<file path="src/rtl/qsm_sqrt.sv">
// Pipelined integer square root, one result bit per stage.
module qsm_sqrt #(
  parameter int PW = 8
) (
  input  logic          clk,
  input  logic          rst,
  input  logic          en,
  input  logic          in_valid,
  input  logic [63:0]   in_rad,
  input  logic [PW-1:0] in_pay,
  output logic          out_valid,
  output logic [31:0]   out_root,
  output logic [PW-1:0] out_pay
);

  localparam int NS = 32;

  logic          st_v [NS];
  logic [63:0]   st_n [NS];
  logic [63:0]   st_r [NS];
  logic [PW-1:0] st_p [NS];
  logic [63:0]   nx_n [NS];
  logic [63:0]   nx_r [NS];

  always_comb begin
    logic [63:0] sn, sr, bitv, cand;
    for (int g = 0; g < NS; g++) begin
      if (g == 0) begin
        sn = in_rad;
        sr = '0;
      end else begin
        sn = st_n[g-1];
        sr = st_r[g-1];
      end
      bitv = 64'd1 << (2 * (NS - 1 - g));
      cand = sr + bitv;
      if (sn >= cand) begin
        nx_n[g] = sn - cand;
        nx_r[g] = (sr >> 1) + bitv;
      end else begin
        nx_n[g] = sn;
        nx_r[g] = sr >> 1;
      end
    end
  end

  always_ff @(posedge clk) begin
    if (rst) begin
      for (int g = 0; g < NS; g++) st_v[g] <= 1'b0;
    end else if (en) begin
      st_v[0] <= in_valid;
      for (int g = 1; g < NS; g++) st_v[g] <= st_v[g-1];
    end
  end

  always_ff @(posedge clk) begin
    if (en) begin
      st_p[0] <= in_pay;
      for (int g = 0; g < NS; g++) begin
        st_n[g] <= nx_n[g];
        st_r[g] <= nx_r[g];
      end
      for (int g = 1; g < NS; g++) st_p[g] <= st_p[g-1];
    end
  end

  assign out_valid = st_v[NS-1];
  assign out_root  = st_r[NS-1][31:0];
  assign out_pay   = st_p[NS-1];

endmodule

</file>
<file path="config.mk">
export PLATFORM = sky130hd
export DESIGN_NAME = qsm_sqrt
export DESIGN_NICKNAME = d
export VERILOG_FILES = /design/src/rtl/qsm_sqrt.sv
export SDC_FILE = /design/constraint.sdc
export NUM_CORES = 2
export LEC_CHECK = 0
export BUFFER_PORTS_ARGS = -buffer_cell sky130_fd_sc_hd__buf_4
export CAP_MARGIN = 10
export CORE_UTILIZATION = 52
export CTS_CLUSTER_DIAMETER = 200
export DETAILED_ROUTE_END_ITERATION = 8
export PLACE_DENSITY = 0.72
export SKIP_CTS_REPAIR_TIMING = 1
export SKIP_LAST_GASP = 1
export SLEW_MARGIN = 25
export SYNTH_ARGS = -nofsm -noshare
export SYNTH_HDL_FRONTEND = slang
export SYNTH_MEMORY_MAX_BITS = 65536
export SYNTH_SLANG_ARGS = --single-unit
</file>
<file path="constraint.sdc">
create_clock -name clk -period 3.3 [get_ports clk]
set_input_delay 0.33 -clock clk [delete_from_list [all_inputs] [get_ports clk]]
set_output_delay 0.33 -clock clk [all_outputs]
set_load 0.01 [all_outputs]
</file>
==> impl_metrics.csv <==
group,metric,value,unit
run_status,status,"finished, violations left",
run_status,violations,"negative setup slack",
placed_design,place_ws,-0.413,ns
setup_path,worstSetupEndpointType,"flop",
floorplan,row_count,183,
timing,fmax,288,MHz
power,power.internal,77.6,mW
route,drc_errors,0,
timing,rsz0062_at_grt,"true",
timing,slew_violations,0,
setup_path,crit_slowest_cell,"or4_4",
finish,drive_gt1_frac,0.222,
global_route,antenna_found_initial,4,
timing,min_period,3.48,ns
placed_design,hpwl,260000,um
clocking,clock_path_buffers,4,
yosys,avgSynthCellArea,13.0,sq um
floorplan,pin_count,117,
route,wirelength,352000,um
setup_path,critPathMaxStageDelay,0.57,ns
yosys,synth_ff_type,"edfxtp_1",
setup_path,crit_type,"flop to flop",
global_route,grt_max_degree,179,
global_route,first_global_vias,86612,
placed_design,place_congestion,0.972,
global_route,overflow,0,
worst_hold_path,hp-class,"primary input to flop",
power,ir_drop,0.000527,V
global_route,grt_usage,0.269,
global_route,grt_pass1_wl,513000,um
clocking,cts.clk_slew.worst_paths,0.07,ns
route,vias_per_cell,5.77,
setup_path,crit_top_cell,"or4_4",
power,combPwrFrac,0.249,
floorplan,die_h,502,um
setup_path,r2r_setup_slack,-0.18,ns
placed_design,port_buffers,116,
yosys,yosys_warnings,0,
floorplan,die_x,502,um
floorplan,die_area,252000,sq um
route,drtAntennaViolNets,0,
yosys,yosysSeqAreaShare,0.648,
yosys,syn_area,130000,sq um
route,avgRoutedWirePerCell,23.0,um
power,clockPowerShare,0.310,
route,vias,88252,
clocking,cts_root_buf,"clkbuf_16",
yosys,yosys_register_bits,2800,
setup_path,cp_data_required_time,3.95,ns
clocking,clock_latency,0.96,ns
timing,worst_pin_slew,1.11,ns
setup_path,crit_chain,"or4_4 -> nor3_4 -> nand4_1 -> or4_4 -> and3_4 -> a221o_2 -> nor4_4 -> buf_6 -> nand2_4 -> xnor2_2",
clocking,numCtsBuffers,311,
timing,relSlewSlack,0.260,
yosys,synth.distinct_cells,89,
timing,setup_viol,58,
yosys,synthCells,10001,
timing,hold_ws,0.0921,ns
finish,utilization,0.644,
clocking,h-tree-depth,5,
power,p_total,110,mW
setup_path,cp_max_fo,5,
power,power.switching,32.4,mW
floorplan,initial_core_util,0.523,
placed_design,dpl_cell_area,144000,sq um
run,drv_cap,0,
timing,final-hold-violation-count,0,
finish,area_growth,23.3,%
clocking,cts.sinks,2800,
clocking,cts_tree,"done",
route,first_pass_iters,8,
power,pwr-share-seq,0.441,
route,drtIter0Drc,7383,
finish,design_area,160000,sq um
yosys,syn-num-nets,10635,
yosys,synth_edf_count,2800,
yosys,synthArstFlopShare,0,
power,swShare,0.295,
timing,worst_slack,-0.178,ns
finish,nets,12371,
timing,min_period_over_period,1.05,
power,p_leak,61.8,nW
power,power.density,687,nW/um^2
timing,finClkSkew,0.0810,ns
setup_path,crit_path_start_kind,"flop",
setup_path,crit_arrival,4.13,ns
floorplan,core-area,248000,sq um
==> metal layers <==
layer | share of wire | vias to the layer above | track usage | wire [um]
met5 | 0.000057 | - | 0 | 20
met1 | 0.37 | 43297 | 0.300 | 129000
met3 | 0.046 | 944 | 0.0307 | 16000
met4 | 0.059 | 2 | 0.134 | 20700
li1 | - | 41047 | - | -
met2 | 0.53 | 2962 | 0.501 | 186000
==> cell usage in the layout, fill, tap and decap left out, drive strengths merged, types with 34 or more instances in the layout <==
cell type / n
edfxtp: 2800
buf: 1545
nor2: 712
inv: 696
a21oi: 695
nand2: 575
ha: 558
xnor2: 499
o21ai: 386
xor2: 382
clkbuf: 381
nor4: 344
nor3: 238
a21o: 207
nand4: 173
nand3: 167
clkinv: 116
nand2b: 113
or3: 99
nor2b: 98
mux2: 90
o21a: 89
dlygate4sd3: 76
or4: 62
a211oi: 62
a31oi: 61
and3: 55
or2: 52
o21bai: 50
nor4b: 49
and2: 39
o211ai: 37
and4: 36
o31ai: 34
==> registers in the layout, summed over array words and instances (netlist names) <==
| register | count |
|---|---|
| st_v | 32 |
| st_n | 1984 |
| st_r | 528 |
| st_p | 256 |
==> synth_stat cells, drive strengths merged (36+ instances only) <==
cell type	n	area share
nand3	167	0.0064
o21a	89	0.0051
o21bai	50	0.0029
clkbuf	162	0.0047
a21oi	695	0.027
nor4b	49	0.0034
edfxtp	2800	0.65
a31oi	61	0.0029
nor3	238	0.0093
o21ai	386	0.015
o211ai	37	0.0021
nand2b	113	0.0054
mux2	90	0.0078
and4	36	0.0024
or3	99	0.0048
xor2	382	0.026
nand4	173	0.0083
or4	62	0.0036
a21o	207	0.012
and2	39	0.0019
nand2	575	0.017
or2	52	0.0025
and3	55	0.0027
nor4	344	0.017
xnor2	499	0.034
nor2b	98	0.0047
inv	688	0.020
ha	558	0.054
nor2	712	0.021
buf	46	0.0017
a211oi	62	0.0036
==> final cells by class <==
class | count | area, sq um
Multi-Input combinational cell | 6305 | 46000
Sequential cell | 2800 | 84100
Tap cell | 3330 | 4170
Clock buffer | 371 | 8200
Fill cell | 18099 | 88400
Timing Repair Buffer | 1631 | 13200
Antenna cell | 4 | 10.0
Inverter | 688 | 2580
Clock inverter | 172 | 1750
==> power groups by stage <==
stage | Sequential (mW) | Clock (mW) | Combinational (mW)
final | 48.5 | 34.1 | 27.4
after global routing | 48.8 | 35.9 | 29.6
after CTS | 48.3 | 34.6 | 25.1
after detailed placement | 49.0 | 0 | 24.9
after global placement | 48.9 | 0 | 24.7
after floorplan | 47.2 | 0 | 14.6
==> stage by stage <==
step | std cells | TNS [ns]
CTS | 15078 | -72.94
detailed placement | 14535 | -61.47
global route | 15299 | -15.09
finish | 15301 | -3.33
floorplan | 10001 | 0
global placement | 14535 | -46.51
==> critical path: cells and delay by family (launching register included) <==
| kind | cells | cell delay [ns] |
|---|---|---|
| buffers and inverters | 1 | 0.19 |
| flip-flops | 1 | 0.40 |
| AND/OR/NAND/NOR | 7 | 2.04 |
| AO/OA/AOI/OAI | 1 | 0.43 |
| XOR/XNOR | 1 | 0.15 |
==> final timing paths <==
path	start	to	cells past startpoint
min reg2reg	st_p[0][10]$_DFFE_PP_	st_p[0][18]$_DFFE_PP_	0
max	st_n[1][427]$_DFFE_PP_	st_n[1][509]$_DFFE_PP_	10
min	in_rad[47]	st_n[0][47]$_DFFE_PP_	2
max reg2reg	st_n[1][427]$_DFFE_PP_	st_n[1][509]$_DFFE_PP_	10
==> kinds of logic (layout without fill, tap and decap cells) <==
| group | count (synthesis) | count (layout) | synth area share |
|---|---|---|---|
| AND/OR/NAND/NOR | 2910 | 2910 | 0.116 |
| flip-flops | 2800 | 2800 | 0.648 |
| AO/OA/AOI/OAI | 1857 | 1857 | 0.0884 |
| buffers and inverters | 896 | 2862 | 0.0263 |
| XOR/XNOR | 881 | 881 | 0.0594 |
| adder cells (fa/ha/maj) | 558 | 558 | 0.0538 |
| multiplexers | 99 | 99 | 0.00850 |
| other | 0 | 4 | 0 |
No activity file was read; power rests on OpenSTA's default activity.
